**config.mk**
```make
export PLATFORM = sky130hd
export DESIGN_NAME = gamepad_report_axis_decoder_core
export DESIGN_NICKNAME = d
export VERILOG_FILES = /design/src/rtl/core/gpad_pkg.sv /design/src/rtl/core/gpad_update.sv /design/src/rtl/core/gamepad_report_axis_decoder_core.sv
export SDC_FILE = /design/constraint.sdc
export NUM_CORES = 1
export LEC_CHECK = 0
export ABC_CLOCK_PERIOD_IN_PS = 4000
export BUFFER_PORTS_ARGS = -buffer_cell sky130_fd_sc_hd__buf_2
export CORE_MARGIN = 2
export CORE_UTILIZATION = 50
export CTS_CLUSTER_DIAMETER = 30
export DETAILED_ROUTE_END_ITERATION = 10
export PLACE_DENSITY = 0.8
export SLEW_MARGIN = 20
export SYNTH_ARGS = -nofsm -noshare
export SYNTH_HDL_FRONTEND = slang
export SYNTH_SLANG_ARGS = --single-unit
```
**constraint.sdc**
```tcl
create_clock -name clk -period 4 [get_ports clk]
set_input_delay 0.4 -clock clk [delete_from_list [all_inputs] [get_ports clk]]
set_output_delay 0.4 -clock clk [all_outputs]
set_load 0.01 [all_outputs]
```
**src/rtl/core/gpad_pkg.sv**
```systemverilog
// shared types, register indexes and constants for the gamepad report axis decoder
package gpad_pkg;

  localparam int unsigned StickW = 16;
  localparam int unsigned TrigW  = 15;

  localparam logic [7:0] TRIG_CENTER    = 8'd128;
  localparam logic [7:0] MIN_REPORT_LEN = 8'd11;

  // configuration register indexes
  typedef enum logic [1:0] {
    CFG_SIDE_THRESHOLD   = 2'd0,
    CFG_STABLE_NOISE     = 2'd1,
    CFG_RELEASE_MOVEMENT = 2'd2,
    CFG_ARM_DELAY_TICKS  = 2'd3
  } cfg_index_t;

  // input item kinds
  typedef enum logic {
    MODE_REPORT = 1'b0,
    MODE_TICK   = 1'b1
  } mode_t;

  // trigger side codes
  typedef enum logic [1:0] {
    SIDE_NONE  = 2'd0,
    SIDE_LEFT  = 2'd1,
    SIDE_RIGHT = 2'd2
  } side_t;

  typedef struct packed {
    logic       mode;
    logic [7:0] report_length;
    logic [7:0] left_x_raw;
    logic [7:0] left_y_raw;
    logic [7:0] right_x_raw;
    logic [7:0] right_y_raw;
    logic [7:0] status_byte;
    logic [7:0] combined_trigger;
  } in_item_t;

  typedef struct packed {
    logic                     axes_valid;
    logic signed [StickW-1:0] left_x;
    logic signed [StickW-1:0] left_y;
    logic signed [StickW-1:0] right_x;
    logic signed [StickW-1:0] right_y;
    logic [TrigW-1:0]         left_trigger;
    logic [TrigW-1:0]         right_trigger;
    logic                     both_held_flag;
  } out_item_t;

  typedef struct packed {
    logic [6:0]  side_threshold;
    logic [7:0]  stable_noise;
    logic [7:0]  release_movement;
    logic [15:0] arm_delay_ticks;
  } cfg_t;

  typedef struct packed {
    logic        digital_active;
    side_t       first_side;
    logic        both_held;
    logic        release_armed;
    logic [7:0]  last_trigger_value;
    logic [15:0] stable_ticks;
  } trig_state_t;

  localparam cfg_t CFG_RESET = '{
    side_threshold:   7'd10,
    stable_noise:     8'd2,
    release_movement: 8'd12,
    arm_delay_ticks:  16'd80
  };

  localparam trig_state_t STATE_RESET = '{
    digital_active:     1'b0,
    first_side:         SIDE_NONE,
    both_held:          1'b0,
    release_armed:      1'b0,
    last_trigger_value: TRIG_CENTER,
    stable_ticks:       16'd0
  };

  // stick byte to signed axis: (raw - 128) * 256
  function automatic logic signed [StickW-1:0] stick_axis(input logic [7:0] raw);
    stick_axis = {~raw[7], raw[6:0], 8'h00};
  endfunction

endpackage

```
**src/rtl/core/gpad_update.sv**
```systemverilog
// decode of one item: trigger state update and result fields
module gpad_update (
  input  gpad_pkg::in_item_t    item,
  input  gpad_pkg::cfg_t        cfg,
  input  gpad_pkg::trig_state_t state,
  output gpad_pkg::trig_state_t state_nxt,
  output gpad_pkg::out_item_t   result
);
  import gpad_pkg::*;

  logic [7:0]  c;
  side_t       side;
  logic [7:0]  movement;
  logic [7:0]  left_mag;
  logic [6:0]  right_mag;
  logic [15:0] left_scaled;
  logic [14:0] right_scaled;
  trig_state_t st;

  assign c = item.combined_trigger;

  always_comb begin
    if (({1'b0, c} + {2'b0, cfg.side_threshold}) < {1'b0, TRIG_CENTER}) begin
      side = SIDE_LEFT;
    end else if ({1'b0, c} > ({1'b0, TRIG_CENTER} + {2'b0, cfg.side_threshold})) begin
      side = SIDE_RIGHT;
    end else begin
      side = SIDE_NONE;
    end
  end

  assign movement = (c > state.last_trigger_value) ? (c - state.last_trigger_value)
                                                    : (state.last_trigger_value - c);

  // left: (128-c)*32767/128 is exactly (128-c)*256 - 1
  assign left_mag    = TRIG_CENTER - c;
  assign left_scaled = {left_mag, 8'h00} - 16'd1;
  // right: (c-128)*32767/127 is (c-128)*258, plus one at full travel
  assign right_mag    = c[6:0];
  assign right_scaled = {right_mag, 8'h00} + {7'b0, right_mag, 1'b0}
                        + {14'b0, (right_mag == 7'd127)};

  always_comb begin
    st = state;
    if (item.mode == MODE_TICK) begin
      if (state.stable_ticks != 16'hffff) begin
        st.stable_ticks = state.stable_ticks + 16'd1;
      end
    end else if (item.report_length >= MIN_REPORT_LEN) begin
      if (!item.status_byte[7]) begin
        st = STATE_RESET;
      end else if (!state.digital_active) begin
        st.digital_active     = 1'b1;
        st.first_side         = side;
        st.last_trigger_value = c;
        st.stable_ticks       = 16'd0;
      end else if (!state.both_held) begin
        if (state.first_side == SIDE_NONE && side != SIDE_NONE) begin
          st.first_side = side;
        end else if (side != SIDE_NONE && state.first_side != SIDE_NONE &&
                     side != state.first_side) begin
          st.both_held     = 1'b1;
          st.release_armed = 1'b0;
          st.stable_ticks  = 16'd0;
        end
        st.last_trigger_value = c;
      end else begin
        if (!state.release_armed) begin
          if (movement <= cfg.stable_noise) begin
            if (state.stable_ticks >= cfg.arm_delay_ticks) begin
              st.release_armed = 1'b1;
            end
          end else begin
            st.stable_ticks = 16'd0;
          end
        end else if (movement >= cfg.release_movement) begin
          st.both_held     = 1'b0;
          st.first_side    = side;
          st.release_armed = 1'b0;
          st.stable_ticks  = 16'd0;
        end
        st.last_trigger_value = c;
      end
    end
  end

  assign state_nxt = st;

  always_comb begin
    result = '0;
    if (item.report_length >= MIN_REPORT_LEN) begin
      result.axes_valid = 1'b1;
      result.left_x     = stick_axis(item.left_x_raw);
      result.left_y     = stick_axis(item.left_y_raw);
      result.right_x    = stick_axis(item.right_x_raw);
      result.right_y    = stick_axis(item.right_y_raw);
      if (st.both_held) begin
        result.left_trigger   = '1;
        result.right_trigger  = '1;
        result.both_held_flag = 1'b1;
      end else begin
        if (c < TRIG_CENTER) begin
          result.left_trigger = left_scaled[TrigW-1:0];
        end
        if (c > TRIG_CENTER) begin
          result.right_trigger = right_scaled;
        end
      end
    end
  end

endmodule

```
**src/rtl/core/gamepad_report_axis_decoder_core.sv**
```systemverilog
// top level of the gamepad report axis decoder: item registers, config and trigger state
// Each input item is either a report or a one millisecond tick. A report gives one
// result item: four signed stick axes ((byte-128)*256), left and right trigger
// values taken from the shared trigger byte, and a flag that is set while both
// triggers are deemed held (then both triggers read full scale). A report shorter
// than 11 bytes gives an all-zero result and leaves the trigger state alone. A tick
// gives no result and only advances the saturating stability counter used to arm
// release. An item is taken every cycle while the result register is not stalled; a
// result can be taken once its report has passed the input register and the result
// register, with the decode as a single pass of logic between them. The trigger
// state updates as an item leaves the input register, so back-to-back items see
// each other's effects in order. Configuration writes are always accepted and
// should be made while no item is in flight.
module gamepad_report_axis_decoder_core (
  input  logic                 clk,
  input  logic                 rst_n,
  input  logic                 in_valid,
  output logic                 in_ready,
  input  gpad_pkg::in_item_t   in_item,
  output logic                 out_valid,
  input  logic                 out_ready,
  output gpad_pkg::out_item_t  out_item,
  input  logic                 cfg_valid,
  output logic                 cfg_ready,
  input  gpad_pkg::cfg_index_t cfg_index,
  input  logic [15:0]          cfg_data
);
  import gpad_pkg::*;

  // input register
  logic        s1_valid_r, s1_valid_nxt;
  in_item_t    s1_item_r;
  // result register
  logic        out_valid_r, out_valid_nxt;
  out_item_t   out_item_r;
  // registers and trigger state
  cfg_t        cfg_r, cfg_nxt;
  trig_state_t state_r, state_nxt;
  out_item_t   result;

  logic s1_advance;
  logic in_take;
  logic load_result;

  // the input register moves on whenever the result register is free or draining
  assign s1_advance  = s1_valid_r && (!out_valid_r || out_ready);
  assign in_ready    = !s1_valid_r || s1_advance;
  assign in_take     = in_valid && in_ready;
  // ticks leave the input register without a result
  assign load_result = s1_advance && (s1_item_r.mode == MODE_REPORT);

  assign cfg_ready = 1'b1;
  assign out_valid = out_valid_r;
  assign out_item  = out_item_r;

  gpad_update u_update (
    .item      (s1_item_r),
    .cfg       (cfg_r),
    .state     (state_r),
    .state_nxt (state_nxt),
    .result    (result)
  );

  always_comb begin
    s1_valid_nxt = s1_valid_r;
    if (in_ready) begin
      s1_valid_nxt = in_valid;
    end
  end

  always_comb begin
    out_valid_nxt = out_valid_r;
    if (out_valid_r && out_ready) begin
      out_valid_nxt = 1'b0;
    end
    if (load_result) begin
      out_valid_nxt = 1'b1;
    end
  end

  always_comb begin
    cfg_nxt = cfg_r;
    if (cfg_valid) begin
      case (cfg_index)
        CFG_SIDE_THRESHOLD:   cfg_nxt.side_threshold   = cfg_data[6:0];
        CFG_STABLE_NOISE:     cfg_nxt.stable_noise     = cfg_data[7:0];
        CFG_RELEASE_MOVEMENT: cfg_nxt.release_movement = cfg_data[7:0];
        CFG_ARM_DELAY_TICKS:  cfg_nxt.arm_delay_ticks  = cfg_data;
        default:              cfg_nxt = cfg_r;
      endcase
    end
  end

  always_ff @(posedge clk) begin
    if (!rst_n) begin
      s1_valid_r  <= 1'b0;
      out_valid_r <= 1'b0;
      cfg_r       <= CFG_RESET;
      state_r     <= STATE_RESET;
    end else begin
      s1_valid_r  <= s1_valid_nxt;
      out_valid_r <= out_valid_nxt;
      cfg_r       <= cfg_nxt;
      if (s1_advance) begin
        state_r <= state_nxt;
      end
    end
  end

  // payload registers
  always_ff @(posedge clk) begin
    if (in_take) begin
      s1_item_r <= in_item;
    end
    if (load_result) begin
      out_item_r <= result;
    end
  end

endmodule

```
==> results.py, run 1 <==
metrics = {
    "clock_tree": {
        "cts_tree": "yes",
        "hold_buffers": 0,
        "cts_made_buffers": 17,
        "clk_pin_slew_ns": 0.07,
        "cts.sinks": 170,
        "h-tree-depth": 4,
        "clockBufferDepth": 2,
        "clock_latency_ns": 0.43,
        "root_buffer": "clkbuf_16",
    },
    "critical_path": {
        "cp_num_cells": 19,
        "cpMaxStageDelayCell": "edfxtp_1",
        "cpPeakStageDelay_ns": 0.42,
        "path_buf_inv": 3,
        "startpoint_type": "register",
        "path_class": "register to register",
        "crit_fanout": 8,
        "path_cells": "inv_2, ha_4, a21o_1, a2111oi_4, a211oi_4, buf_6, mux2i_4, a311oi_2, o21ai_2, xnor2_2, ha_1, a21o_1, a21o_1, a221oi_4, nand3_1, a21oi_2, a211oi_4, buf_12, a311oi_2",
        "crit_top_cell": "a21o_1",
        "end_kind": "register",
        "r2r_cells": 19,
        "critPathTopFamily": "compound AO/OA/AOI/OAI gates",
        "crit_required_ns": 4.33,
        "arrival_ns": 4.53,
    },
    "outcome": {
        "status": "complete, but fails checks",
        "violations": "negative setup slack",
    },
    "floorplan": {
        "row_count": 47,
        "fp.dieW_um": 135,
        "coreArea_mm2": 0.0166,
        "fp.dieArea_mm2": 0.0182,
        "start_util_pct": 51.5,
        "die_h_um": 135,
        "num_io_pins": 179,
    },
    "sta": {
        "finalHoldViolations": 0,
        "whs_ns": 0.136,
        "finalCritPeriodShare_pct": 105,
        "rsz0062_at_grt": "true",
        "fmax_mhz": 238,
        "setup_viol": 35,
        "drv_slew": 0,
        "tightest_slew_ns": 1.04,
        "period_minus_slack_ns": 4.20,
        "clock-skew-final_ns": 0.0118,
        "relSlewSlack_pct": 30.8,
        "layout_setup_ws_ns": -0.196,
    },
    "global_route": {
        "grt_max_degree": 51,
        "globalRouteOverflowTotal": 0,
        "antenna_found_initial": 2,
        "grt_pass1_vias": 6155,
        "grt_pass1_wl_mm": 29.8,
        "track_usage_pct": 21.0,
    },
    "synthesis": {
        "yosysMostFrequentCell": "nand2_1",
        "netlist.area_leader.share_pct": 35.0,
        "synth_flop_cell": "edfxtp_1",
        "ys_ff_latch": 170,
        "synth_cells": 841,
        "synth_edf_count": 100,
        "yosysTopAreaCell": "edfxtp_1",
        "async_reset_ff_share_pct": 0,
        "synth_area_leaders": "edfxtp_1 35%, dfxtp_1 16%, ha_1 9.3%",
        "synth_common_cells": "112 x nand2_1, 100 x edfxtp_1, 70 x dfxtp_1",
        "yosysSeqAreaShare_pct": 51.4,
        "synth.distinct_cells": 65,
        "yosysWarningCount": 0,
        "synth.cell_area_mm2": 0.00857,
        "avgSynthCellArea_um2": 10.2,
    },
    "placement": {
        "placed_cell_area_mm2": 0.00963,
        "dpl_worst_slack_ns": -0.277,
        "portBuffers": 138,
        "gp_congestion": 0.864,
        "hpwlAfterDp_mm": 13.3,
    },
    "cells_and_area": {
        "layout-drive-gt1-share_pct": 26.4,
        "fill_cells": 1299,
        "nNetsFinal": 1153,
        "final_cell_area_mm2": 0.0104,
        "area_delta_synth_final_pct": 20.9,
    },
    "drt": {
        "finalWirelength_mm": 18.6,
        "post-route-drc-count": 0,
        "avgRoutedWirePerCell_um": 15.0,
        "drtAntennaViolNets": 0,
        "first_iter_violations": 382,
        "vias": 6383,
        "vias_per_cell": 5.14,
        "dr.pass1.iters": 7,
    },
    "power_and_ir_drop": {
        "leakage_nw": 4.32,
        "power_per_cell_area_mw_per_mm2": 387,
        "vdd_drop_max_mv": 0.288,
    },
    "worst_hold_path": {
        "whs_path_depth": 1,
        "hold_class": "input port to register",
    },
    "job": {
        "drv_cap": 0,
    },
}
==> through the flow <==
stage | instances | power [W] | TNS, ns | utilization (%)
2_1_floorplan | 872 | 0.00233 | -0.703 | -
3_3_place_gp | 1205 | 0.00246 | -4.34 | 57.9
3_5_place_dp | 1205 | 0.00248 | -6.11 | 57.9
4_1_cts | 1237 | 0.00400 | -3.73 | 61.4
5_1_grt | 1241 | 0.00417 | -10.58 | 62.3
6_report | 1241 | 0.00402 | -3.89 | 62.3
==> cells by family after synthesis <==
| kind of cell | share of synthesized area, % |
|---|---|
| AND/OR/NAND/NOR | 14.9 |
| flip-flops | 51.4 |
| XOR/XNOR | 1.12 |
| multiplexers | 1.82 |
| AO/OA/AOI/OAI | 12.2 |
| adder cells (fa/ha/maj) | 9.81 |
| other | 0.0876 |
| buffers and inverters | 8.64 |
==> sequential cells by signal (all words and copies together), names as in the netlist <==
signal      flops
cfg_r          39
out_item       50
out_valid       1
s1_item_r      50
s1_valid_r      1
state_r        29
==> path summary, 6_finish.rpt <==
kind,startpoint,to,slack [ns]
setup / recovery,s1_item_r[4],state_r[11],-0.20
hold reg to reg,cfg_r[9],cfg_r[9],0.45
setup reg to reg,s1_item_r[4],state_r[11],-0.20
hold / removal,in_item[1],s1_item_r[1],0.14
==> final cells by class <==
type / count / area (µm²) / area share, %
Clock inverter: 14 / 113 / 1.09
Sequential cell: 170 / 4400 / 42.5
Inverter: 67 / 251 / 2.43
Clock buffer: 17 / 425 / 4.10
Timing Repair Buffer: 191 / 1130 / 10.9
Multi-Input combinational cell: 560 / 3760 / 36.2
Antenna cell: 2 / 5.00 / 0.0483
Tap cell: 220 / 275 / 2.66
==> layer usage <==
layer  track usage [%]  part of all wire [%]
met3              4.09                   4.7
met5                 0                     0
met1              24.5                    41
met4              8.65                   2.3
met2              37.9                    52
==> power breakdown <==
part	leakage, nW	switching [W]	internal, W
Sequential	1.52	0.0000294	0.00192
Clock	0.252	0.000711	0.000803
Combinational	2.54	0.000305	0.000244
Total	4.32	0.00104	0.00297
==> placed cells by master, fill, tap and decap left out, types with 8 or more instances in the layout <==
| cell | count |
|---|---|
| xnor2_1 | 8 |
| inv_1 | 63 |
| nand3_1 | 27 |
| conb_1 | 33 |
| edfxtp_1 | 100 |
| a21oi_1 | 51 |
| nor3_1 | 8 |
| and2_1 | 29 |
| o21ai_0 | 27 |
| buf_2 | 138 |
| mux2i_1 | 11 |
| o211ai_1 | 9 |
| nor2_1 | 56 |
| dfxtp_1 | 70 |
| nand2_1 | 112 |
| a31oi_1 | 14 |
| clkbuf_16 | 18 |
| nand4_1 | 8 |
| buf_4 | 49 |
| a21o_1 | 9 |
| ha_1 | 60 |
==> what timing repair did <==
action,CTS,global route
setup buffers,1,1
resized for setup,15,20
setup endpoints to repair,36,37
pin swaps,9,11
cloned,0,1
Power figures use the tool's default switching activity.
==> run 2, diff against run 1 <==
--- a/config.mk
+++ b/config.mk
@@ -12,6 +12,7 @@
 export CTS_CLUSTER_DIAMETER = 30
 export DETAILED_ROUTE_END_ITERATION = 10
 export PLACE_DENSITY = 0.8
+export SKIP_LAST_GASP = 1
 export SLEW_MARGIN = 20
 export SYNTH_ARGS = -nofsm -noshare
 export SYNTH_HDL_FRONTEND = slang
==> results.py, run 2 (same netlist as run 1, synthesis figures left out) <==
metrics = {
    "global_route": {
        "globalRouteOverflowTotal": 0,
        "grt_max_degree": 51,
        "grt_pass1_vias": 6151,
        "track_usage_pct": 21.0,
        "antenna_found_initial": 2,
        "grt_pass1_wl_mm": 29.8,
    },
    "placement": {
        "portBuffers": 138,
        "hpwlAfterDp_mm": 13.3,
        "gp_congestion": 0.864,
        "placed_cell_area_mm2": 0.00963,
        "placed_cells": 1205,
    },
    "power_and_ir_drop": {
        "comb_power_share_pct": 14.0,
        "netSwitchingFraction_pct": 26.0,
        "vdd_drop_max_mv": 0.290,
        "seqPwrFrac_pct": 48.5,
        "p_int_w": 0.00298,
        "leakage_nw": 4.38,
        "power_per_cell_area_mw_per_mm2": 382,
        "p_switching_w": 0.00105,
        "pwr-share-clk_pct": 37.5,
    },
    "sta": {
        "finalCritPeriodShare_pct": 107,
        "rsz0062_at_grt": "true",
        "clock-skew-final_ns": 0.0127,
        "period_minus_slack_ns": 4.29,
        "relSlewSlack_pct": 26.7,
        "setup_viol": 35,
        "tightest_slew_ns": 1.10,
        "drv_slew": 0,
        "fmax_mhz": 233,
        "finalHoldViolations": 0,
        "layout_setup_ws_ns": -0.289,
    },
    "clock_tree": {
        "cts_tree": "yes",
        "clockBufferDepth": 2,
        "root_buffer": "clkbuf_16",
        "clk_pin_slew_ns": 0.07,
        "cts.sinks": 170,
        "h-tree-depth": 4,
        "clock_latency_ns": 0.44,
        "cts_made_buffers": 17,
    },
    "cells_and_area": {
        "final_cell_area_mm2": 0.0106,
        "fin_util_pct": 63.4,
        "layout-drive-gt1-share_pct": 28.3,
        "final_cell_mix": "138 x buf_2, 104 x nand2_1, 100 x edfxtp_1, 70 x dfxtp_1, 62 x inv_1",
        "final_common_cell": "buf_2",
        "fill_cells": 1271,
        "nNetsFinal": 1160,
        "stdcell_count": 1248,
        "area_delta_synth_final_pct": 23.2,
    },
    "drt": {
        "dr.pass1.iters": 5,
        "finalWirelength_mm": 19.1,
        "avgRoutedWirePerCell_um": 15.3,
        "post-route-drc-count": 0,
        "vias_per_cell": 5.22,
        "first_iter_violations": 364,
        "vias": 6510,
        "drtAntennaViolNets": 0,
    },
    "critical_path": {
        "startpoint_type": "register",
        "path_class": "register to register",
        "arrival_ns": 4.62,
        "crit_required_ns": 4.33,
        "end_kind": "register",
        "r2r_cells": 19,
        "crit_fanout": 8,
    },
    "floorplan": {
        "num_io_pins": 179,
        "row_count": 47,
        "fp.dieW_um": 135,
        "coreArea_mm2": 0.0166,
        "die_h_um": 135,
        "start_util_pct": 51.5,
        "fp.dieArea_mm2": 0.0182,
    },
    "outcome": {
        "status": "complete, but fails checks",
        "violations": "negative setup slack",
    },
    "worst_hold_path": {
        "hold_class": "input port to register",
        "whs_path_depth": 1,
    },
    "job": {
        "drv_cap": 0,
    },
}
==> run 2: cell types whose count changed in the layout (fill, tap and decap cells not counted), moves of 2 or more <==
cell / before / now
o21ai_1: 7 / 3
nand2_1: 112 / 104
o21ai_0: 27 / 31
buf_6: 1 / 4
buf_4: 49 / 51
clkbuf_16: 18 / 20
nand2_2: 0 / 7
==> run 2: critical path: stages (launching register included) <==
cell and delay, ns:
edfxtp_1 0.44, inv_2 0.10, ha_4 0.20, a21o_1 0.20, a2111oi_4 0.36, a211oi_4 0.14
mux2_4 0.33, a311oi_2 0.25, o21ai_2 0.10, xnor2_2 0.23, ha_1 0.28, a21o_1 0.19
a21o_1 0.18, a221oi_4 0.28, buf_4 0.17, nand3_2 0.07, a21oi_2 0.17, a211oi_4 0.07
buf_12 0.18, a311oi_2 0.22
==> run 2: layout make-up <==
type | instances | area, µm² | area share (%)
repair buffers | 198 | 1230 | 11.7
diodes | 2 | 5.00 | 0.0474
clock inverters | 14 | 113 | 1.07
flip-flops and latches | 170 | 4400 | 41.7
well taps | 220 | 275 | 2.61
inverters | 67 | 251 | 2.38
clock buffers | 17 | 425 | 4.03
multi-input cells | 560 | 3850 | 36.5
==> run 2: power groups by stage <==
stage / sequential, W / clock [W] / combinational [W]
3_5_place_dp: 0.00199 / 0 / 0.000489
6_report: 0.00195 / 0.00151 / 0.000566
5_1_grt: 0.00196 / 0.00161 / 0.000623
3_3_place_gp: 0.00199 / 0 / 0.000476
2_1_floorplan: 0.00200 / 0 / 0.000330
4_1_cts: 0.00195 / 0.00154 / 0.000507
==> run 2: final timing paths <==
kind                 from            to  slack [ns]
max          s1_item_r[4]   state_r[11]       -0.29
min            in_item[1]  s1_item_r[1]        0.13
max reg2reg  s1_item_r[4]   state_r[11]       -0.29
min reg2reg      cfg_r[9]      cfg_r[9]        0.45
==> run 2: per-layer routing <==
| metal | wire, µm | vias to the layer above | global-route usage (%) |
|---|---|---|---|
| li1 | - | 3203 | - |
| met1 | 7560 | 3062 | 24.4 |
| met2 | 10100 | 206 | 37.9 |
| met3 | 964 | 39 | 4.13 |
| met4 | 473 | 0 | 8.60 |
| met5 | 0 | - | 0 |
==> run 2: stage by stage <==
step / hold WS, ns / setup slack [ns] / TNS, ns / total power [W]
2_1_floorplan: 0.436 / -0.107 / -0.703 / 0.00233
3_3_place_gp: 0.443 / -0.182 / -4.34 / 0.00246
3_5_place_dp: 0.448 / -0.277 / -6.11 / 0.00248
4_1_cts: 0.124 / -0.211 / -3.80 / 0.00400
5_1_grt: 0.122 / -0.466 / -13.98 / 0.00419
6_report: 0.134 / -0.289 / -7.24 / 0.00403
==> run 2: timing repair <==
action	4_1_cts	5_1_grt
hold buffers	0	0
gates cloned	0	3
setup endpoints to repair	36	37
pin swaps	9	18
buffers inserted	1	6
endpoints found under the hold margin	0	0
gates resized for setup	6	46
